$ cat src/sv/brt_pkg.sv
// ---------------------------------------------------------------------------
// brt_pkg: shared types and constants for the BMP to tile reorder block
// Size limits, derived widths, register indexes, queue item and status
// structs, back-end state encoding and size clamp helpers.
// ---------------------------------------------------------------------------
package brt_pkg;

    localparam int MAX_WIDTH  = 1024;
    localparam int MAX_HEIGHT = 1024;
    localparam int MAX_TILE   = 64;

    localparam int ADDR_W   = 20;
    localparam int PIX_W    = 8;
    localparam int DIM_W    = 11;                         // image size register width
    localparam int TSZ_W    = 7;                          // tile size register width
    localparam int PAD_W    = 2;
    localparam int CFG_W    = 11;
    localparam int IDX_W    = 3;

    localparam int W_W      = $clog2(MAX_WIDTH + 1);      // clamped width
    localparam int H_W      = $clog2(MAX_HEIGHT + 1);     // clamped height
    localparam int T_W      = $clog2(MAX_TILE + 1);       // clamped tile size
    localparam int COL_W    = $clog2(MAX_WIDTH);
    localparam int ROW_W    = $clog2(MAX_HEIGHT);
    localparam int TIN_W    = $clog2(MAX_TILE);           // position inside a tile
    localparam int AREA_W   = $clog2(MAX_TILE * MAX_TILE + 1);
    localparam int STRIDE_W = $clog2(MAX_TILE * MAX_WIDTH + 1);
    localparam int TOPB_W   = ROW_W + W_W;                // (top - rem) * w
    localparam int DIV_STEPS = ROW_W;
    localparam int DCNT_W   = $clog2(DIV_STEPS);

    localparam int Q_DEPTH  = 4;
    localparam int Q_AW     = $clog2(Q_DEPTH);

    typedef enum logic [IDX_W-1:0] {
        REG_IMAGE_WIDTH  = 3'd0,
        REG_IMAGE_HEIGHT = 3'd1,
        REG_TILE_WIDTH   = 3'd2,
        REG_TILE_HEIGHT  = 3'd3,
        REG_ROW_PADDING  = 3'd4
    } brt_reg_t;

    typedef enum logic [1:0] {
        ST_DIV,
        ST_MUL,
        ST_SUM,
        ST_RUN
    } brt_state_t;

    typedef struct packed {
        logic [W_W-1:0]   w;
        logic [H_W-1:0]   h;
        logic [T_W-1:0]   tw;
        logic [T_W-1:0]   th;
        logic [PAD_W-1:0] pad;
    } brt_cfg_t;

    typedef struct packed {
        logic [PIX_W-1:0] pixel;
        logic             row_end;
        logic             last;
    } brt_item_t;

    typedef struct packed {
        logic empty;
        logic full;
    } brt_qstat_t;

    typedef struct packed {
        logic restart;
        logic busy;
    } brt_ctrl_t;

    function automatic logic [W_W-1:0] clamp_dim(input logic [DIM_W-1:0] v,
                                                 input logic [W_W-1:0] maxv);
        logic [W_W-1:0] r;
        if (v == '0)
            r = W_W'(1);
        else if (W_W'(v) > maxv)
            r = maxv;
        else
            r = W_W'(v);
        return r;
    endfunction

    function automatic logic [T_W-1:0] clamp_tile(input logic [TSZ_W-1:0] v);
        logic [T_W-1:0] r;
        if (v == '0)
            r = T_W'(1);
        else if (T_W'(v) > T_W'(MAX_TILE))
            r = T_W'(MAX_TILE);
        else
            r = T_W'(v);
        return r;
    endfunction

endpackage

$ cat src/sv/bmp_to_tile_reorder_core.sv
// ---------------------------------------------------------------------------
// bmp_to_tile_reorder_core: linear BMP pixel stream to tile-major addresses
// An accepted pixel is written into the queue and from there popped into the
// output registers. Throughput: one byte per cycle while in_stall is low; a
// 4-entry queue decouples the two sides.
// After reset and after each write to a known register the start row address
// is recomputed (10 remainder steps, products, sum); in_stall is high during
// that time. Configuration writes are always ready.
// ---------------------------------------------------------------------------
module bmp_to_tile_reorder_core (
    input  logic                          clk,
    input  logic                          rst_n,
    input  logic                          in_valid,
    output logic                          in_stall,
    input  logic [brt_pkg::PIX_W-1:0]     data_byte,
    output logic                          out_valid,
    input  logic                          out_stall,
    output logic [brt_pkg::ADDR_W-1:0]    dest_address,
    output logic [brt_pkg::PIX_W-1:0]     pixel_value,
    output logic                          last_pixel,
    input  logic                          cfg_valid,
    output logic                          cfg_ready,
    input  logic [brt_pkg::IDX_W-1:0]     cfg_index,
    input  logic [brt_pkg::CFG_W-1:0]     cfg_data
);

    logic [brt_pkg::DIM_W-1:0] image_width_reg;
    logic [brt_pkg::DIM_W-1:0] image_height_reg;
    logic [brt_pkg::TSZ_W-1:0] tile_width_reg;
    logic [brt_pkg::TSZ_W-1:0] tile_height_reg;
    logic [brt_pkg::PAD_W-1:0] row_padding_reg;

    logic                      cfg_xfer;
    logic                      known_reg;
    brt_pkg::brt_cfg_t         cfg;
    brt_pkg::brt_ctrl_t        ctrl;
    brt_pkg::brt_qstat_t       qstat;
    brt_pkg::brt_item_t        push_item;
    brt_pkg::brt_item_t        head;
    logic                      push;
    logic                      pop;
    logic                      busy;

    assign cfg_ready = 1'b1;
    assign cfg_xfer  = cfg_valid && cfg_ready;

    always_comb
    begin
        unique case (cfg_index) inside
            brt_pkg::REG_IMAGE_WIDTH,
            brt_pkg::REG_IMAGE_HEIGHT,
            brt_pkg::REG_TILE_WIDTH,
            brt_pkg::REG_TILE_HEIGHT,
            brt_pkg::REG_ROW_PADDING: known_reg = 1'b1;
            default:                  known_reg = 1'b0;
        endcase
    end

    always_ff @(posedge clk or negedge rst_n)
    begin
        if (!rst_n)
        begin
            image_width_reg  <= brt_pkg::DIM_W'(128);
            image_height_reg <= brt_pkg::DIM_W'(128);
            tile_width_reg   <= brt_pkg::TSZ_W'(8);
            tile_height_reg  <= brt_pkg::TSZ_W'(8);
            row_padding_reg  <= '0;
        end
        else if (cfg_xfer)
        begin
            unique case (cfg_index)
                brt_pkg::REG_IMAGE_WIDTH:  image_width_reg  <= cfg_data[brt_pkg::DIM_W-1:0];
                brt_pkg::REG_IMAGE_HEIGHT: image_height_reg <= cfg_data[brt_pkg::DIM_W-1:0];
                brt_pkg::REG_TILE_WIDTH:   tile_width_reg   <= cfg_data[brt_pkg::TSZ_W-1:0];
                brt_pkg::REG_TILE_HEIGHT:  tile_height_reg  <= cfg_data[brt_pkg::TSZ_W-1:0];
                brt_pkg::REG_ROW_PADDING:  row_padding_reg  <= cfg_data[brt_pkg::PAD_W-1:0];
                default: ;
            endcase
        end
    end

    always_comb
    begin
        cfg.w   = brt_pkg::clamp_dim(image_width_reg, brt_pkg::W_W'(brt_pkg::MAX_WIDTH));
        cfg.h   = brt_pkg::clamp_dim(image_height_reg, brt_pkg::H_W'(brt_pkg::MAX_HEIGHT));
        cfg.tw  = brt_pkg::clamp_tile(tile_width_reg);
        cfg.th  = brt_pkg::clamp_tile(tile_height_reg);
        cfg.pad = row_padding_reg;
        // any write to a known register restarts the frame
        ctrl.restart = cfg_xfer && known_reg;
        ctrl.busy    = busy;
    end

    brt_front u_front (
        .clk       (clk),
        .rst_n     (rst_n),
        .ctrl      (ctrl),
        .cfg       (cfg),
        .qstat     (qstat),
        .in_valid  (in_valid),
        .in_stall  (in_stall),
        .data_byte (data_byte),
        .push      (push),
        .push_item (push_item)
    );

    brt_queue u_queue (
        .clk       (clk),
        .rst_n     (rst_n),
        .clear     (ctrl.restart),
        .push      (push),
        .push_item (push_item),
        .pop       (pop),
        .qstat     (qstat),
        .head      (head)
    );

    brt_back u_back (
        .clk          (clk),
        .rst_n        (rst_n),
        .restart      (ctrl.restart),
        .cfg          (cfg),
        .qstat        (qstat),
        .head         (head),
        .pop          (pop),
        .busy         (busy),
        .out_valid    (out_valid),
        .out_stall    (out_stall),
        .dest_address (dest_address),
        .pixel_value  (pixel_value),
        .last_pixel   (last_pixel)
    );

endmodule

$ cat src/sv/brt_front.sv
// ---------------------------------------------------------------------------
// brt_front: input side of the reorder block
// Takes stream bytes, drops row padding and everything after the last
// pixel, tags each pixel with row end and frame end, and queues it.
// ---------------------------------------------------------------------------
module brt_front (
    input  logic                            clk,
    input  logic                            rst_n,
    input  brt_pkg::brt_ctrl_t              ctrl,
    input  brt_pkg::brt_cfg_t               cfg,
    input  brt_pkg::brt_qstat_t             qstat,
    input  logic                            in_valid,
    output logic                            in_stall,
    input  logic [brt_pkg::PIX_W-1:0]       data_byte,
    output logic                            push,
    output brt_pkg::brt_item_t              push_item
);

    logic [brt_pkg::COL_W-1:0] column_count_reg, column_count_next;
    logic [brt_pkg::ROW_W-1:0] row_count_reg, row_count_next;
    logic [brt_pkg::PAD_W-1:0] pad_count_reg, pad_count_next;
    logic                      frame_done_reg, frame_done_next;

    logic                      accept;
    logic                      is_pixel;
    logic [brt_pkg::W_W-1:0]   col_p1;
    logic [brt_pkg::H_W-1:0]   row_p1;
    logic                      row_end;
    logic                      last;

    assign in_stall = qstat.full || ctrl.busy;
    assign accept   = in_valid && !in_stall;

    always_comb
    begin
        is_pixel = !frame_done_reg && (pad_count_reg == '0);
        col_p1   = brt_pkg::W_W'(column_count_reg) + brt_pkg::W_W'(1);
        row_p1   = brt_pkg::H_W'(row_count_reg) + brt_pkg::H_W'(1);
        row_end  = (col_p1 >= cfg.w);
        last     = row_end && (row_p1 >= cfg.h);

        push              = accept && is_pixel;
        push_item.pixel   = data_byte;
        push_item.row_end = row_end;
        push_item.last    = last;
    end

    always_comb
    begin
        column_count_next = column_count_reg;
        row_count_next    = row_count_reg;
        pad_count_next    = pad_count_reg;
        frame_done_next   = frame_done_reg;
        if (ctrl.restart)
        begin
            column_count_next = '0;
            row_count_next    = '0;
            pad_count_next    = '0;
            frame_done_next   = 1'b0;
        end
        else if (accept && !frame_done_reg)
        begin
            if (pad_count_reg != '0)
            begin
                pad_count_next = pad_count_reg - brt_pkg::PAD_W'(1);
            end
            else if (!row_end)
            begin
                column_count_next = column_count_reg + brt_pkg::COL_W'(1);
            end
            else if (last)
            begin
                frame_done_next = 1'b1;
            end
            else
            begin
                column_count_next = '0;
                row_count_next    = row_count_reg + brt_pkg::ROW_W'(1);
                pad_count_next    = cfg.pad;
            end
        end
    end

    always_ff @(posedge clk or negedge rst_n)
    begin
        if (!rst_n)
        begin
            column_count_reg <= '0;
            row_count_reg    <= '0;
            pad_count_reg    <= '0;
            frame_done_reg   <= 1'b0;
        end
        else
        begin
            column_count_reg <= column_count_next;
            row_count_reg    <= row_count_next;
            pad_count_reg    <= pad_count_next;
            frame_done_reg   <= frame_done_next;
        end
    end

endmodule

$ cat src/sv/brt_queue.sv
// ---------------------------------------------------------------------------
// brt_queue: small item FIFO between front and back
// Push and pop may happen in the same cycle; clear empties it at restart.
// ---------------------------------------------------------------------------
module brt_queue (
    input  logic                clk,
    input  logic                rst_n,
    input  logic                clear,
    input  logic                push,
    input  brt_pkg::brt_item_t  push_item,
    input  logic                pop,
    output brt_pkg::brt_qstat_t qstat,
    output brt_pkg::brt_item_t  head
);

    brt_pkg::brt_item_t             mem [brt_pkg::Q_DEPTH];
    logic [brt_pkg::Q_AW-1:0]       wr_ptr_reg, wr_ptr_next;
    logic [brt_pkg::Q_AW-1:0]       rd_ptr_reg, rd_ptr_next;
    logic [brt_pkg::Q_AW:0]         count_reg, count_next;

    always_comb
    begin
        qstat.empty = (count_reg == '0);
        qstat.full  = (count_reg == (brt_pkg::Q_AW + 1)'(brt_pkg::Q_DEPTH));
        head        = mem[rd_ptr_reg];
    end

    always_comb
    begin
        wr_ptr_next = wr_ptr_reg;
        rd_ptr_next = rd_ptr_reg;
        count_next  = count_reg;
        if (clear)
        begin
            wr_ptr_next = '0;
            rd_ptr_next = '0;
            count_next  = '0;
        end
        else
        begin
            if (push)
                wr_ptr_next = wr_ptr_reg + brt_pkg::Q_AW'(1);
            if (pop)
                rd_ptr_next = rd_ptr_reg + brt_pkg::Q_AW'(1);
            if (push && !pop)
                count_next = count_reg + (brt_pkg::Q_AW + 1)'(1);
            else if (pop && !push)
                count_next = count_reg - (brt_pkg::Q_AW + 1)'(1);
        end
    end

    always_ff @(posedge clk)
    begin
        if (push)
            mem[wr_ptr_reg] <= push_item;
    end

    always_ff @(posedge clk or negedge rst_n)
    begin
        if (!rst_n)
        begin
            wr_ptr_reg <= '0;
            rd_ptr_reg <= '0;
            count_reg  <= '0;
        end
        else
        begin
            wr_ptr_reg <= wr_ptr_next;
            rd_ptr_reg <= rd_ptr_next;
            count_reg  <= count_next;
        end
    end

endmodule

$ cat src/sv/brt_back.sv
// ---------------------------------------------------------------------------
// brt_back: address side of the reorder block
// After each restart, works out the start row address (one remainder bit
// a cycle, then products, then sum). Then pops queued pixels, forms their
// tile-major address from incremental counters and registers the result.
// ---------------------------------------------------------------------------
module brt_back (
    input  logic                          clk,
    input  logic                          rst_n,
    input  logic                          restart,
    input  brt_pkg::brt_cfg_t             cfg,
    input  brt_pkg::brt_qstat_t           qstat,
    input  brt_pkg::brt_item_t            head,
    output logic                          pop,
    output logic                          busy,
    output logic                          out_valid,
    input  logic                          out_stall,
    output logic [brt_pkg::ADDR_W-1:0]    dest_address,
    output logic [brt_pkg::PIX_W-1:0]     pixel_value,
    output logic                          last_pixel
);

    brt_pkg::brt_state_t state_reg, state_next;
    logic                run;

    logic [brt_pkg::DCNT_W-1:0]   div_cnt_reg, div_cnt_next;
    logic [brt_pkg::TIN_W-1:0]    rem_reg, rem_next;
    logic [brt_pkg::ROW_W-1:0]    top;
    logic [brt_pkg::DCNT_W-1:0]   bit_idx;
    logic [brt_pkg::TIN_W:0]      rem_sh;

    logic [brt_pkg::TOPB_W-1:0]   prod_a;
    logic [brt_pkg::AREA_W-1:0]   prod_b;
    logic [brt_pkg::AREA_W-1:0]   area;
    logic [brt_pkg::AREA_W-1:0]   th1_tw;
    logic [brt_pkg::STRIDE_W-1:0] stride;
    logic [brt_pkg::T_W-1:0]      th_m1;
    logic [brt_pkg::H_W-1:0]      h_m1;

    logic [brt_pkg::ADDR_W-1:0]   prod_a_reg;
    logic [brt_pkg::AREA_W-1:0]   prod_b_reg;
    logic [brt_pkg::AREA_W-1:0]   area_reg;
    logic [brt_pkg::AREA_W-1:0]   th1_tw_reg;
    logic [brt_pkg::STRIDE_W-1:0] stride_reg;
    logic [brt_pkg::ADDR_W-1:0]   row_jump_reg;

    logic [brt_pkg::TIN_W-1:0]    col_in_tile_reg, col_in_tile_next;
    logic [brt_pkg::ADDR_W-1:0]   tile_col_base_reg, tile_col_base_next;
    logic [brt_pkg::TIN_W-1:0]    row_in_tile_reg, row_in_tile_next;
    logic [brt_pkg::ADDR_W-1:0]   row_base_reg, row_base_next;
    logic [brt_pkg::T_W-1:0]      col_p1;

    logic                         out_valid_reg, out_valid_next;
    logic [brt_pkg::ADDR_W-1:0]   addr_reg;
    logic [brt_pkg::PIX_W-1:0]    pixel_reg;
    logic                         last_reg;

    // ---------------- sequencer ----------------
    always_comb
    begin
        state_next = state_reg;
        if (restart)
            state_next = brt_pkg::ST_DIV;
        else
        begin
            unique case (state_reg)
                brt_pkg::ST_DIV:
                    if (div_cnt_reg == brt_pkg::DCNT_W'(brt_pkg::DIV_STEPS - 1))
                        state_next = brt_pkg::ST_MUL;
                brt_pkg::ST_MUL: state_next = brt_pkg::ST_SUM;
                brt_pkg::ST_SUM: state_next = brt_pkg::ST_RUN;
                brt_pkg::ST_RUN: state_next = brt_pkg::ST_RUN;
                default:         state_next = brt_pkg::ST_DIV;
            endcase
        end
    end

    always_comb
    begin
        run = 1'b0;
        unique case (state_reg)
            brt_pkg::ST_RUN: run = 1'b1;
            default:         run = 1'b0;
        endcase
        busy = !run;
    end

    // ---------------- start address: (h-1) mod th, restoring ----------------
    always_comb
    begin
        h_m1    = cfg.h - brt_pkg::H_W'(1);
        top     = h_m1[brt_pkg::ROW_W-1:0];
        bit_idx = brt_pkg::DCNT_W'(brt_pkg::DIV_STEPS - 1) - div_cnt_reg;
        rem_sh  = {rem_reg, top[bit_idx]};
        if (rem_sh >= cfg.th)
            rem_next = brt_pkg::TIN_W'(rem_sh - cfg.th);
        else
            rem_next = rem_sh[brt_pkg::TIN_W-1:0];
        div_cnt_next = div_cnt_reg + brt_pkg::DCNT_W'(1);

        th_m1  = cfg.th - brt_pkg::T_W'(1);
        // (top / th) * th == top - rem
        prod_a = brt_pkg::TOPB_W'(top - brt_pkg::ROW_W'(rem_reg))
                 * brt_pkg::TOPB_W'(cfg.w);
        prod_b = brt_pkg::AREA_W'(rem_reg) * brt_pkg::AREA_W'(cfg.tw);
        area   = brt_pkg::AREA_W'(cfg.tw) * brt_pkg::AREA_W'(cfg.th);
        th1_tw = brt_pkg::AREA_W'(th_m1) * brt_pkg::AREA_W'(cfg.tw);
        stride = brt_pkg::STRIDE_W'(cfg.th) * brt_pkg::STRIDE_W'(cfg.w);
    end

    always_ff @(posedge clk or negedge rst_n)
    begin
        if (!rst_n)
        begin
            state_reg   <= brt_pkg::ST_DIV;
            div_cnt_reg <= '0;
            rem_reg     <= '0;
        end
        else
        begin
            state_reg <= state_next;
            if (restart)
            begin
                div_cnt_reg <= '0;
                rem_reg     <= '0;
            end
            else if (state_reg == brt_pkg::ST_DIV)
            begin
                div_cnt_reg <= div_cnt_next;
                rem_reg     <= rem_next;
            end
        end
    end

    always_ff @(posedge clk)
    begin
        if (state_reg == brt_pkg::ST_MUL)
        begin
            prod_a_reg <= prod_a[brt_pkg::ADDR_W-1:0];
            prod_b_reg <= prod_b;
            area_reg   <= area;
            th1_tw_reg <= th1_tw;
            stride_reg <= stride;
        end
        if (state_reg == brt_pkg::ST_SUM)
            row_jump_reg <= brt_pkg::ADDR_W'(th1_tw_reg) - brt_pkg::ADDR_W'(stride_reg);
    end

    // ---------------- pixel addressing ----------------
    assign pop = run && !qstat.empty && (!out_valid_reg || !out_stall);

    always_comb
    begin
        col_in_tile_next   = col_in_tile_reg;
        tile_col_base_next = tile_col_base_reg;
        row_in_tile_next   = row_in_tile_reg;
        row_base_next      = row_base_reg;
        col_p1             = brt_pkg::T_W'(col_in_tile_reg) + brt_pkg::T_W'(1);
        if (restart)
        begin
            col_in_tile_next   = '0;
            tile_col_base_next = '0;
        end
        else if (state_reg == brt_pkg::ST_SUM)
        begin
            row_in_tile_next = rem_reg;
            row_base_next    = prod_a_reg + brt_pkg::ADDR_W'(prod_b_reg);
        end
        else if (pop)
        begin
            if (!head.row_end)
            begin
                if (col_p1 >= cfg.tw)
                begin
                    col_in_tile_next   = '0;
                    tile_col_base_next = tile_col_base_reg + brt_pkg::ADDR_W'(area_reg);
                end
                else
                    col_in_tile_next = col_p1[brt_pkg::TIN_W-1:0];
            end
            else if (!head.last)
            begin
                col_in_tile_next   = '0;
                tile_col_base_next = '0;
                if (row_in_tile_reg == '0)
                begin
                    row_in_tile_next = th_m1[brt_pkg::TIN_W-1:0];
                    row_base_next    = row_base_reg + row_jump_reg;
                end
                else
                begin
                    row_in_tile_next = row_in_tile_reg - brt_pkg::TIN_W'(1);
                    row_base_next    = row_base_reg - brt_pkg::ADDR_W'(cfg.tw);
                end
            end
        end
    end

    always_comb
    begin
        out_valid_next = out_valid_reg;
        if (restart)
            out_valid_next = 1'b0;
        else if (pop)
            out_valid_next = 1'b1;
        else if (!out_stall)
            out_valid_next = 1'b0;
    end

    always_ff @(posedge clk or negedge rst_n)
    begin
        if (!rst_n)
        begin
            col_in_tile_reg   <= '0;
            tile_col_base_reg <= '0;
            row_in_tile_reg   <= '0;
            row_base_reg      <= '0;
            out_valid_reg     <= 1'b0;
        end
        else
        begin
            col_in_tile_reg   <= col_in_tile_next;
            tile_col_base_reg <= tile_col_base_next;
            row_in_tile_reg   <= row_in_tile_next;
            row_base_reg      <= row_base_next;
            out_valid_reg     <= out_valid_next;
        end
    end

    always_ff @(posedge clk)
    begin
        if (pop)
        begin
            addr_reg  <= row_base_reg + tile_col_base_reg
                         + brt_pkg::ADDR_W'(col_in_tile_reg);
            pixel_reg <= head.pixel;
            last_reg  <= head.last;
        end
    end

    assign out_valid    = out_valid_reg;
    assign dest_address = addr_reg;
    assign pixel_value  = pixel_reg;
    assign last_pixel   = last_reg;

    // ---------------- checks ----------------
    a_no_pop_in_setup: assert property (@(posedge clk) disable iff (!rst_n)
        (state_reg != brt_pkg::ST_RUN) |-> !pop)
        else $error("pixel popped during address setup");

    a_rem_below_tile: assert property (@(posedge clk) disable iff (!rst_n)
        (state_reg == brt_pkg::ST_DIV) |-> (brt_pkg::T_W'(rem_reg) < cfg.th))
        else $error("remainder out of range");

    a_col_in_tile: assert property (@(posedge clk) disable iff (!rst_n)
        (state_reg == brt_pkg::ST_RUN) |-> (brt_pkg::T_W'(col_in_tile_reg) < cfg.tw))
        else $error("column inside tile out of range");

    a_row_in_tile: assert property (@(posedge clk) disable iff (!rst_n)
        (state_reg == brt_pkg::ST_RUN) |-> (brt_pkg::T_W'(row_in_tile_reg) < cfg.th))
        else $error("row inside tile out of range");

endmodule

$ cat config.mk
export PLATFORM = sky130hd
export DESIGN_NAME = bmp_to_tile_reorder_core
export DESIGN_NICKNAME = d
export VERILOG_FILES = /design/src/sv/brt_pkg.sv /design/src/sv/bmp_to_tile_reorder_core.sv /design/src/sv/brt_front.sv /design/src/sv/brt_queue.sv /design/src/sv/brt_back.sv
export SDC_FILE = /design/constraint.sdc
export NUM_CORES = 1
export LEC_CHECK = 0
export BUFFER_PORTS_ARGS = -buffer_cell sky130_fd_sc_hd__buf_2
export CAP_MARGIN = 30
export CORE_ASPECT_RATIO = 1.75
export CORE_UTILIZATION = 40
export CTS_CLUSTER_SIZE = 40
export DETAILED_ROUTE_END_ITERATION = 10
export GPL_ROUTABILITY_DRIVEN = 1
export GPL_TIMING_DRIVEN = 0
export PLACE_DENSITY_LB_ADDON = 0.15
export SLEW_MARGIN = 10
export SYNTH_ARGS = -nofsm -noshare
export SYNTH_HDL_FRONTEND = slang
export SYNTH_SLANG_ARGS = --single-unit
$ cat constraint.sdc
create_clock -name clk -period 10.8 [get_ports clk]
set_clock_uncertainty 0.05 [all_clocks]
set_input_delay 1.62 -clock clk [delete_from_list [all_inputs] [get_ports clk]]
set_output_delay 1.62 -clock clk [all_outputs]
set_load 0.01 [all_outputs]
### Word level (Yosys, flattened, before mapping)

Memory sizes are Yosys's and may differ from the RTL's.
Index checks and enable logic that the tools add are counted.

| word-level totals | value |
|---|---|
| output and inout port bits | 32 |
| memories kept | 1 |
| bits of input ports | 27 |
| memory bits (writable) | 40 |
| logic and storage cells | 216 |
| register bits | 258 |

Memory list:

| name | words | width | rd ports | clocked after Yosys merged registers in | wr ports | line | RTL |
|---|---|---|---|---|---|---|---|
| u_queue.mem | 4 | 10 | 1 | 0 | 1 | brt_queue.sv:16 | `brt_pkg::brt_item_t mem [brt_pkg::Q_DEPTH];` |

| operators by class | value |
|---|---|
| multipliers | 5 |
| $add $sub $neg | 24 |
| magnitude comparators | 9 |
| muxes and demuxes | 74 |
| equality and inequality tests | 18 |
| reduce and logical (&&, ||, !) cells | 55 |
| bitwise operators | 1 |

Operator list:

| cell | number |
|---|---|
| $mux 20 | 11 |
| $mux 10 | 10 |
| $mux 6 | 14 |
| $mux 11 | 4 |
| $add 20x13->20 | 2 |
| $add 20x20->20 | 2 |
| $mux 7 | 4 |
| $mul 7x7->13 | 2 |
| $add 10x1->11 const B | 2 |
| $ge 11x11->1 | 2 |
| $gt 11x11->1 const B | 2 |
| $logic_not 11->1 | 2 |
| $mux 2 | 11 |
| $mul 21x11->20 | 1 |
| $add 10x1->10 const B | 2 |
| $add 20x6->20 | 1 |
| $sub 20x7->20 | 1 |
| $reduce_bool 2->1 | 9 |
| $sub 13x17->18 | 1 |
| $mul 7x11->17 | 1 |
| $reduce_and 4->1 | 4 |
| $ge 7x7->1 | 2 |
| $gt 7x7->1 const B | 2 |
| $logic_not 7->1 | 2 |
| other kinds (41) | 92 |

### Logic depth before layout (Yosys ltp)

Gate-level depths: netlist (run 1).

| logic depth | value |
|---|---|
| word-level depth | 12 |
| gate-level depth with buffers | 33 |
| depth with buffers taken out | 32 |

### Hierarchy

A second synthesis (run 1) with hierarchy kept.

| unflattened totals | value |
|---|---|
| cell total of the unflattened synthesis | 2902 |
| area, all modules | 28054.4 um^2 |

By module, submodules not included:

| module | cells an instance | area an instance (um^2) | times used | seq. area each (um^2) |
|---|---|---|---|---|
| brt_back | 2421 | 22308.9 | 1 | 5320.1 |
| brt_front | 241 | 2021.9 | 1 | 575.6 |
| brt_queue | 95 | 1898.1 | 1 | 1376.3 |
| bmp_to_tile_reorder_core | 145 | 1825.5 | 1 | 955.9 |

### Worst setup path before layout (run 1)

No wires, ideal clock.

| path | value |
|---|---|
| path type | reg-to-reg |
| start point | register image_height_reg[1] in the netlist's numbering |
| end point | register u_back.prod_a_reg[19] in the netlist's numbering (data pin) |
| arrival | 7815 ps |
| clock period less this slack | 8125 ps |
| required time | 10490 ps |
| path buffers | 2 |
| library setup time | 260 ps |
| cell stages (with the launch flop) | 32 |
| slack | 2675 ps |
| path through | dfrtp_1 > nor4_1 > a31oi_1 > nor2_1 > inv_1 > ha_1 > xnor2_1 > ha_1 > clkbuf_1 > a211oi_1 > o21bai_1 > a21oi_1 > or3b_1 > buf_6 > or3_1 > nor2_1 > inv_1 > fa_1 > inv_1 > fa_1 > fa_1 > fa_1 > inv_1 > fa_1 > inv_1 > ha_1 > nand3_1 > a211oi_1 > nor2_1 > a211o_1 > o21ai_0 > xnor2_1 |

| between the ends | value |
|---|---|
| word-level cells in the longest chain between the ends | 6 |
| elaborated cells on any way between the ends | 7 |
| those cells by class | add/sub: 2; mul: 1; order compare: 1; mux: 2; reduce/logical: 1 |

RTL lines:

| element | line | RTL |
|---|---|---|
| from (decl) | bmp_to_tile_reorder_core.sv:28 | `logic [brt_pkg::DIM_W-1:0] image_height_reg;` |
| from (signal assigned) | bmp_to_tile_reorder_core.sv:64 | `image_height_reg <= brt_pkg::DIM_W'(128);` |
| from (signal assigned) | bmp_to_tile_reorder_core.sv:73 | `brt_pkg::REG_IMAGE_HEIGHT: image_height_reg <= cfg_data[brt_pkg::DIM_W-1:0];` |
| $gt 11x11->1 | brt_pkg.sv:79 | `else if (W_W'(v) > maxv)` |
| $mux 11 | brt_pkg.sv:79 |  |
| $mux 11 (*) | brt_pkg.sv:77 | `if (v == '0)` |
| $sub 10x1->10 (*) | brt_back.sv:91 | `h_m1 = cfg.h - brt_pkg::H_W'(1);` |
| $sub 10x6->11 (*) | brt_back.sv:103 | `prod_a = brt_pkg::TOPB_W'(top - brt_pkg::ROW_W'(rem_reg))` |
| $mul 21x11->20 (*) | brt_back.sv:104 | `* brt_pkg::TOPB_W'(cfg.w);` |
| net u_back.prod_a, one bit | brt_back.sv:32 | `logic [brt_pkg::TOPB_W-1:0] prod_a;` |
| to (signal assigned) | brt_back.sv:139 | `prod_a_reg <= prod_a[brt_pkg::ADDR_W-1:0];` |
| to (decl) | brt_back.sv:40 | `logic [brt_pkg::ADDR_W-1:0] prod_a_reg;` |

The timed path passes the listed nets; every way through them passes the cells marked *.
A chain may end at the register's enable or synchronous reset.

### Final worst setup path (run 1)

| path | value |
|---|---|
| start point | register image_height_reg[6] in the netlist's numbering |
| end point | register u_back.prod_a_reg[19] in the netlist's numbering (data pin) |

Same word-level chain as after synthesis.

==> run metrics, run 1 <==
status=complete, no violations; final worst path period need=10.07 ns; Reg clk slew, reported paths=0.07 ns; highest routed layer=met4; number of synthesized flops with an enable pin=163; crit share post-route=0.933; CTS Sinks=296; Distinct cells, synth=83; Hold Fails Final Rpt=0; Core Box Area=69500 um2; crit path buf inv count=6; sequential fraction of the synthesis area=0.293; Synth Net Count=3497; area leader, netlist=edfxtp_1; asr flop ratio synth=0.449; cells after synthesis=2943; Mean Syn Cell Area=9.54 um2; Req. time, crit path=11.17 ns; Initial Util=0.404; GRT Resource Usage Total=0.235; Top reg by flops=u_queue.mem; largest net degree at the start of global routing=75; metal1 wirelength=28.6 mm; first-pass GRT wire length=128 mm; gpl congestion=0.918; # IOs=59; R2R Setup Slk=0.73 ns; Num CTS Buffers=30; routed wl met3=2.58 mm; Slew headroom=0.362; DP Wirelength=67.6 mm; H-Tree Depth=1; DR WL met2=44.9 mm; Clock Tree Buf Depth=3; post-CTS sizing=0; Skew-Pair Late Insertion Delay=0.64 ns; via count=21527; initial antenna violation count=2; Largest delay share family, worst path=adder cells; Die Wd=202 um; Avg WL per Cell=20.7 um; Synth Warn #=0; CTS tree=built; via density per instance=5.41; IO buf count=57; crit path kind=reg -> reg; most used cell, CP=fa_1; Area Growth Syn to Fin=9.59%; ys flop type=edfxtp_1; post-synthesis cell area=28100 um2; post-route ant nets=0; setup TNS=0 ns; drt pass-1 iters=5; startpoint types=register; HP Class=reg -> reg; GR Overflow Total=0; CP arrival=10.44 ns; Clock Tree Root=clkbuf_16; post-synth top area share=0.174; max cap viols=0; RSZ-0062 raised after global routing=no; Row Count=128; Die Y=352 um; Slowest cell on crit path=xnor2_1; Hold-fix buffers, CTS=0; synth cell count leaders=inv_1 (380), nand2_1 (303), ha_1 (299); #FFs+latches synth=296; total wire length=82.4 mm; post-CTS setup buffer count=0; cell with the most instances after synthesis=inv_1; Initial DRC Count=1112; Slew @ Worst Pin=0.950 ns; max reg flops=40; main area contributors after synthesis=edfxtp_1 (17%), fa_1 (16%), ha_1 (13%); slowest stage delay, CP=0.57 ns; worst-path fanout max=7; Final #Nets=3595; share of layout cells above drive strength 1=0.0685; number of global-route vias before repair=22919; fmax=0.0993 GHz; max-slew violation count=0; full die area=71300 um2; Remaining DRCs=0; CP Capture Type=register; setup violators final=0
## worst min-delay path: stages (launching register included)
cell and delay (ns):
dfrtp_1 0.35, a21oi_1 0.04, nor2_1 0.07
## final timing paths
| path | from | endpoint | cells after the start |
|---|---|---|---|
| min reg2reg | u_front.frame_done_reg | u_front.frame_done_reg | 2 |
| min in group asynchronous | rst_n | u_front.row_count_reg[6] | 1 |
| max | image_height_reg[6] | u_back.prod_a_reg[19] | 31 |
| max reg2reg | image_height_reg[6] | u_back.prod_a_reg[19] | 31 |
| max in group asynchronous | rst_n | tile_width_reg[3] | 2 |
| min | u_front.frame_done_reg | u_front.frame_done_reg | 2 |
## area by class of cell
cell class                 instances  area [um2]
timing repair buffer              66         422
tap                              910        1140
fill                            6768       38700
buffer                            84         329
sequential                       296        8230
inverter                         393        1480
antenna                            1        2.50
clock buffer                      35         800
multi-input combinational       2170       18100
clock inverter                    21         315
## cells by family after synthesis
family,count (synthesis),synth area share
other cells,1,0.000134
xor+xnor,200,0.0624
simple gates,917,0.149
buf+inv,477,0.0642
compound gates,466,0.107
mux,59,0.0280
fa+ha+maj,527,0.296
flops,296,0.293
## per-layer routing
layer	GRT usage	up-vias
met3	0.0183	216
met5	0	-
met1	0.239	10697
met2	0.447	474
li1	-	10140
met4	0.162	0
## through the flow
stage / worst slack [ns] / cells / hold WS [ns] / util / area, um2
global route: 0.246 / 3975 / 0.472 / 0.443 / 30800
floorplan: 2.68 / 2943 / 0.404 / - / 28100
global placement: 0.812 / 3910 / 0.437 / 0.424 / 29500
finish: 0.729 / 3976 / 0.452 / 0.443 / 30800
CTS: 0.712 / 3972 / 0.457 / 0.442 / 30700
detailed placement: 0.774 / 3916 / 0.440 / 0.426 / 29600
## placed cells by master (no fill, tap or decap), types with 31 or more instances in the layout
cell type  synthesis  final
nor3_1            48     48
o21ai_0          101    101
nand3_1           52     52
ha_1             299    299
a21o_1            33     33
buf_2              1     59
dfrtp_1          129    129
mux2_2            33     33
clkbuf_1          72     74
edfxtp_1         163    163
xor2_1            60     60
nor2b_1           42     42
nand2_1          303    303
nor2_1           296    294
inv_1            380    380
nand2b_1          31     31
a21oi_1          127    127
fa_1             228    228
xnor2_1          140    140
Power of run 1 is not shown: default switching activity piles up to over one toggle a cycle in this logic, so the estimate is an artifact.
==> inputs of run 2 (changes only) <==
--- a/config.mk
+++ b/config.mk
@@ -5,6 +5,7 @@
 export SDC_FILE = /design/constraint.sdc
 export NUM_CORES = 1
 export LEC_CHECK = 0
+export ABC_AREA = 1
 export BUFFER_PORTS_ARGS = -buffer_cell sky130_fd_sc_hd__buf_2
 export CAP_MARGIN = 30
 export CORE_ASPECT_RATIO = 1.75
==> constraint.sdc (replaced) <==
create_clock -name clk -period 8.6 [get_ports clk]
set_clock_uncertainty 0.05 [all_clocks]
set_input_delay 1.29 -clock clk [delete_from_list [all_inputs] [get_ports clk]]
set_output_delay 1.29 -clock clk [all_outputs]
set_load 0.01 [all_outputs]
==> run 2 against run 1 <==
  * Design area increased by 0.50%
  * Sequential share of layout area shrank 0.13 points
  * Synthesized area decreased by 0.36%
  * Via count up 2.9%
  * Maximum frequency rose by 24%
  * Critical path depth rose by 8
  * Count of clock-buffer cells in the layout down 2
  * Largest cell class unchanged
  * Highest routed layer is now met5
==> run metrics, run 2 <==
startpoint types=register; Slowest cell on crit path=fa_1; most frequent cells in the layout=nand2_1 (600), inv_1 (564), nor2_1 (342); Clock Tree Buf Depth=3; sequential fraction of the synthesis area=0.294; Hold Crit Start=row_padding_reg[1]; cells after synthesis=3291; Area Growth Syn to Fin=10.5%; Distinct cells, synth=60; max reg flops=40; GR Overflow Total=0; Mean Syn Cell Area=8.50 um2; post-route ant nets=0; Final #Nets=3956; Reg2Reg Depth=39; full die area=71000 um2; total wire length=81.6 mm; main area contributors after synthesis=edfxtp_1 (17%), fa_1 (16%), ha_1 (13%); crit share post-route=0.948; asr flop ratio synth=0.449; register area=8230 um2; fmax=0.123 GHz; Synth Net Count=3845; CTS Sinks=296; max-slew violation count=0; Synth Warn #=0; worst-path fanout max=8; CP Capture Type=register; R2R Setup Slk=0.45 ns; Avg WL per Cell=18.9 um; number of global-route vias before repair=23384; Hold Fails Final Rpt=0; initial antenna violation count=1; Worst Hold Depth=1; Layout fillers=6916; slowest stage delay, CP=0.54 ns; setup violators final=0; DP Wirelength=67.8 mm; max cap viols=0; final cell count without fillers=4329; cell with the most instances after synthesis=nand2_1; Die Y=352 um; ys flop type=edfxtp_1; reg2reg end=u_back.prod_a_reg[19]; CP arrival=8.42 ns; post-synth top area share=0.175; H-Tree Depth=1; Row Count=127; Slew headroom=0.369; post-synthesis cell area=28000 um2; setup TNS=0 ns; Top reg by flops=u_queue.mem; area leader, netlist=edfxtp_1; IO buf count=57; first-pass GRT wire length=128 mm; most used cell, CP=inv_1; fin util=0.449; Placed Cells incl. Taps=4262; status=complete, no violations; GRT Resource Usage Total=0.236; synth cell count leaders=nand2_1 (604), inv_1 (568), nor2_1 (351); FF-to-FF Start=image_height_reg[5]; via density per instance=5.12; #FFs+latches synth=296; Skew-Pair Late Insertion Delay=0.67 ns; Core Box Area=68800 um2; number of synthesized flops with an enable pin=163; Slew @ Worst Pin=0.946 ns; via count=22151; Req. time, crit path=8.87 ns; Reg clk slew, reported paths=0.07 ns; final worst path period need=8.15 ns; # IOs=59; crit path kind=reg -> reg; Hold-fix buffers, CTS=0; drt pass-1 iters=6; ant diodes=0; Clock Tree Root=clkbuf_16; gpl congestion=0.909; Die Wd=202 um; Num CTS Buffers=30; largest net degree at the start of global routing=94; share of layout cells above drive strength 1=0.0654; HP Class=reg -> reg; Remaining DRCs=0; WHS Endpoint=row_padding_reg[1]; multi-input logic area=17400 um2; Initial DRC Count=878; commonest non-fill, non-tap cell in the layout=nand2_1; Initial Util=0.407; CTS tree=built
run 2: cell types whose count changed in the layout (fill, tap and decap cells not counted), sizes merged, moves of 29 or more:
cell,change
nand3,+51
a21oi,+67
o21ai,+102
nor3,-31
nor2b,-42
nor2,+62
a21o,-29
nand2b,-31
xnor2,-91
inv,+184
mux2,-30
nand2,+310
xor2,+56
run 2: cells by family after synthesis:
| logic type | after synthesis | synth area share |
|---|---|---|
| AO/OA/AOI/OAI | 508 | 0.100 |
| buffers and inverters | 655 | 0.0888 |
| multiplexers | 3 | 0.00121 |
| other | 1 | 0.000134 |
| AND/OR/NAND/NOR | 1136 | 0.167 |
| flip-flops | 296 | 0.294 |
| XOR/XNOR | 165 | 0.0517 |
| adder cells (fa/ha/maj) | 527 | 0.297 |
run 2: per-layer routing:
metal	vias up	part of all wire	track usage
li1	10793	-	-
met1	10720	0.35	0.221
met2	404	0.56	0.478
met3	232	0.025	0.0214
met4	2	0.072	0.154
met5	-	0.00017	0
run 2: what timing repair did:
action                                 4_1_cts  5_1_grt
setup buffers                                0        7
pin swaps                                    0        9
endpoints found under the hold margin        0        0
setup endpoints to repair                    2        5
resized for setup                            3       38
run 2: metrics by stage:
stage	area (um2)	hold slack, ns	worst slack, ns
after floorplan	28000	0.409	1.18
after global placement	29400	0.423	-0.561
after detailed placement	29600	0.429	-0.202
after CTS	30700	0.439	0.00723
after global routing	30900	0.452	-0.00526
final	30900	0.443	0.450
run 2: worst max-delay path by stage:
stage | start | end | slack, ns | cells past startpoint
6_report | image_height_reg[5] | u_back.prod_a_reg[19] | 0.45 | 39
5_1_grt | image_height_reg[4] | u_back.prod_a_reg[19] | -0.005 | 42
4_1_cts | image_height_reg[6] | u_back.prod_a_reg[19] | 0.007 | 38
3_5_place_dp | image_height_reg[1] | u_back.prod_a_reg[19] | -0.20 | 38
3_3_place_gp | image_height_reg[1] | u_back.prod_a_reg[19] | -0.56 | 37
2_1_floorplan | image_height_reg[5] | u_back.prod_a_reg[17] | 1.18 | 37
run 2: critical path: cells and delay by family, from the launching register on:
family | cells | cell delay, ns
flops | 1 | 0.35
buf+inv | 10 | 0.98
simple gates | 16 | 1.77
fa+ha+maj | 8 | 3.63
compound gates | 5 | 1.03
run 2: cell type report:
type | instances | share of cell area
Tap cell | 903 | 0.0365
Inverter | 583 | 0.0709
Timing Repair Buffer | 79 | 0.0180
Multi-Input combinational cell | 2340 | 0.563
Clock buffer | 33 | 0.0246
Buffer | 72 | 0.00963
Sequential cell | 296 | 0.266
Clock inverter | 23 | 0.0111
Power of run 2 is left out for the same reason.
==> inputs of run 3 (changes only) <==
==> constraint.sdc (replaced) <==
create_clock -name clk -period 8.3 [get_ports clk]
set_clock_uncertainty 0.05 [all_clocks]
set_input_delay 1.245 -clock clk [delete_from_list [all_inputs] [get_ports clk]]
set_output_delay 1.245 -clock clk [all_outputs]
set_load 0.01 [all_outputs]
==> run 3 against run 2 <==
  * Non-clock buffer count stayed put
  * Maximum frequency is 2.2% higher
  * Global-route usage hardly changed
  * Sequential share of layout area hardly changed
  * Cell count stayed put
  * Core utilization is 0.069 points higher
  * Worst setup slack worse by 0.13 ns
  * Count of clock-buffer cells in the layout stayed put
  * Critical path depth is 2 lower
  * Via count is 0.24% lower
  * First-iteration DRC count is 2.3% lower
  * Sequential cell count stayed put
  * Critical path type unchanged
  * Largest cell class unchanged
==> run metrics, run 3 (synthesis gave the netlist of run 2 again) <==
post-route ant nets=0; initial antenna violation count=0; Hold-fix buffers, CTS=0; Slew @ Worst Pin=1.04 ns; most used cell, CP=inv_1; Slew headroom=0.302; drt pass-1 iters=5; DP Wirelength=67.8 mm; Clock Tree Buf Depth=3; via count=22098; Reg clk slew, reported paths=0.07 ns; first-pass GRT wire length=128 mm; H-Tree Depth=1; crit path kind=reg -> reg; CTS tree=built; CP Capture Type=register; full die area=71000 um2; fmax=0.125 GHz; via density per instance=5.10; max cap viols=0; Avg WL per Cell=18.9 um; crit path buf inv count=8; ant diodes=0; GR Overflow Total=0; Initial Util=0.407; Remaining DRCs=0; status=complete, no violations; Layout fillers=6913; CTS Sinks=296; Row Count=127; GRT Resource Usage Total=0.236; Die Y=352 um; gpl congestion=0.909; max-slew violation count=0; Die Wd=202 um; commonest non-fill, non-tap cell in the layout=nand2_1; Top reg by flops=u_queue.mem; Slowest cell on crit path=fa_1; Skew-Pair Late Insertion Delay=0.67 ns; slowest stage delay, CP=0.54 ns; share of layout cells above drive strength 1=0.0680; Final #Nets=3956; Core Box Area=68800 um2; Largest delay share family, worst path=adder cells; HP Class=in -> async; number of global-route vias before repair=23388; post-route cell area=31000 um2; Area Growth Syn to Fin=10.7%; worst-path fanout max=6; max reg flops=40; CP arrival=8.25 ns; setup violators final=0; Placed Area=29600 um2; largest net degree at the start of global routing=94; Hold Fails Final Rpt=0; crit share post-route=0.961; final worst path period need=7.98 ns; most frequent cells in the layout=nand2_1 (597), inv_1 (564), nor2_1 (342); total wire length=81.9 mm; Req. time, crit path=8.57 ns; IO buf count=57; startpoint types=register; Initial DRC Count=858; Clock Tree Root=clkbuf_16; # IOs=59; Num CTS Buffers=30
[run 3: cell count changes in the layout (fill, tap and decap cells not counted), moves of 2 or more]
| cell | previous run | this run |
|---|---|---|
| ha_1 | 295 | 293 |
| ha_4 | 1 | 3 |
| nand2_1 | 600 | 597 |
| nand2_2 | 10 | 13 |
| nand3_1 | 101 | 99 |
| nand3_2 | 1 | 3 |
[run 3: layout make-up]
class                   instances  area, um2  area share
clock inverters                23        344      0.0111
clock buffers                  33        762      0.0246
flip-flops and latches        296       8230       0.266
well taps                     903       1130      0.0365
multi-input cells            2340      17500       0.564
inverters                     583       2190      0.0708
repair buffers                 79        546      0.0176
plain buffers                  72        298     0.00961
[run 3: worst register-to-register path: cells and delay by family (launching register included)]
kind,cells,cell delay [ns]
AND/OR/NAND/NOR,16,1.91
flip-flops,1,0.46
buffers and inverters,8,0.61
adder cells (fa/ha/maj),8,3.60
AO/OA/AOI/OAI,5,1.04
[run 3: repair_timing]
item,in CTS,in global routing
pin swaps,1,12
gates resized for setup,15,42
setup buffers,1,7
endpoints found under the setup margin,3,5
[run 3: routing by layer]
| layer | part of all wire | GRT usage |
|---|---|---|
| met1 | 0.35 | 0.221 |
| met5 | 0 | 0 |
| met3 | 0.025 | 0.0213 |
| met2 | 0.56 | 0.480 |
| met4 | 0.072 | 0.153 |
[run 3: per-stage QoR]
| step | cells | hold slack (ns) | setup TNS, ns | worst slack [ns] | utilization |
|---|---|---|---|---|---|
| after floorplan | 3291 | 0.409 | 0 | 0.883 | - |
| after global routing | 4329 | 0.416 | -0.134 | -0.0883 | 0.450 |
| after detailed placement | 4262 | 0.429 | -0.748 | -0.502 | 0.430 |
| final | 4329 | 0.406 | 0 | 0.324 | 0.450 |
| after CTS | 4319 | 0.394 | 0 | 0.000403 | 0.447 |
| after global placement | 4251 | 0.423 | -2.53 | -0.861 | 0.427 |
[run 3: path summary, 6_finish.rpt]
check	cells after the start	slack (ns)	start	endpoint
setup / recovery	37	0.32	image_height_reg[6]	u_back.prod_a_reg[19]
hold / removal	1	0.41	rst_n	u_front.row_count_reg[4]
setup reg to reg	37	0.32	image_height_reg[6]	u_back.prod_a_reg[19]
hold reg to reg	1	0.44	row_padding_reg[1]	row_padding_reg[1]
max in group asynchronous	2	6.83	rst_n	u_back.row_base_reg[12]
min in group clk	1	0.44	row_padding_reg[1]	row_padding_reg[1]
Power of run 3 is left out for the same reason.
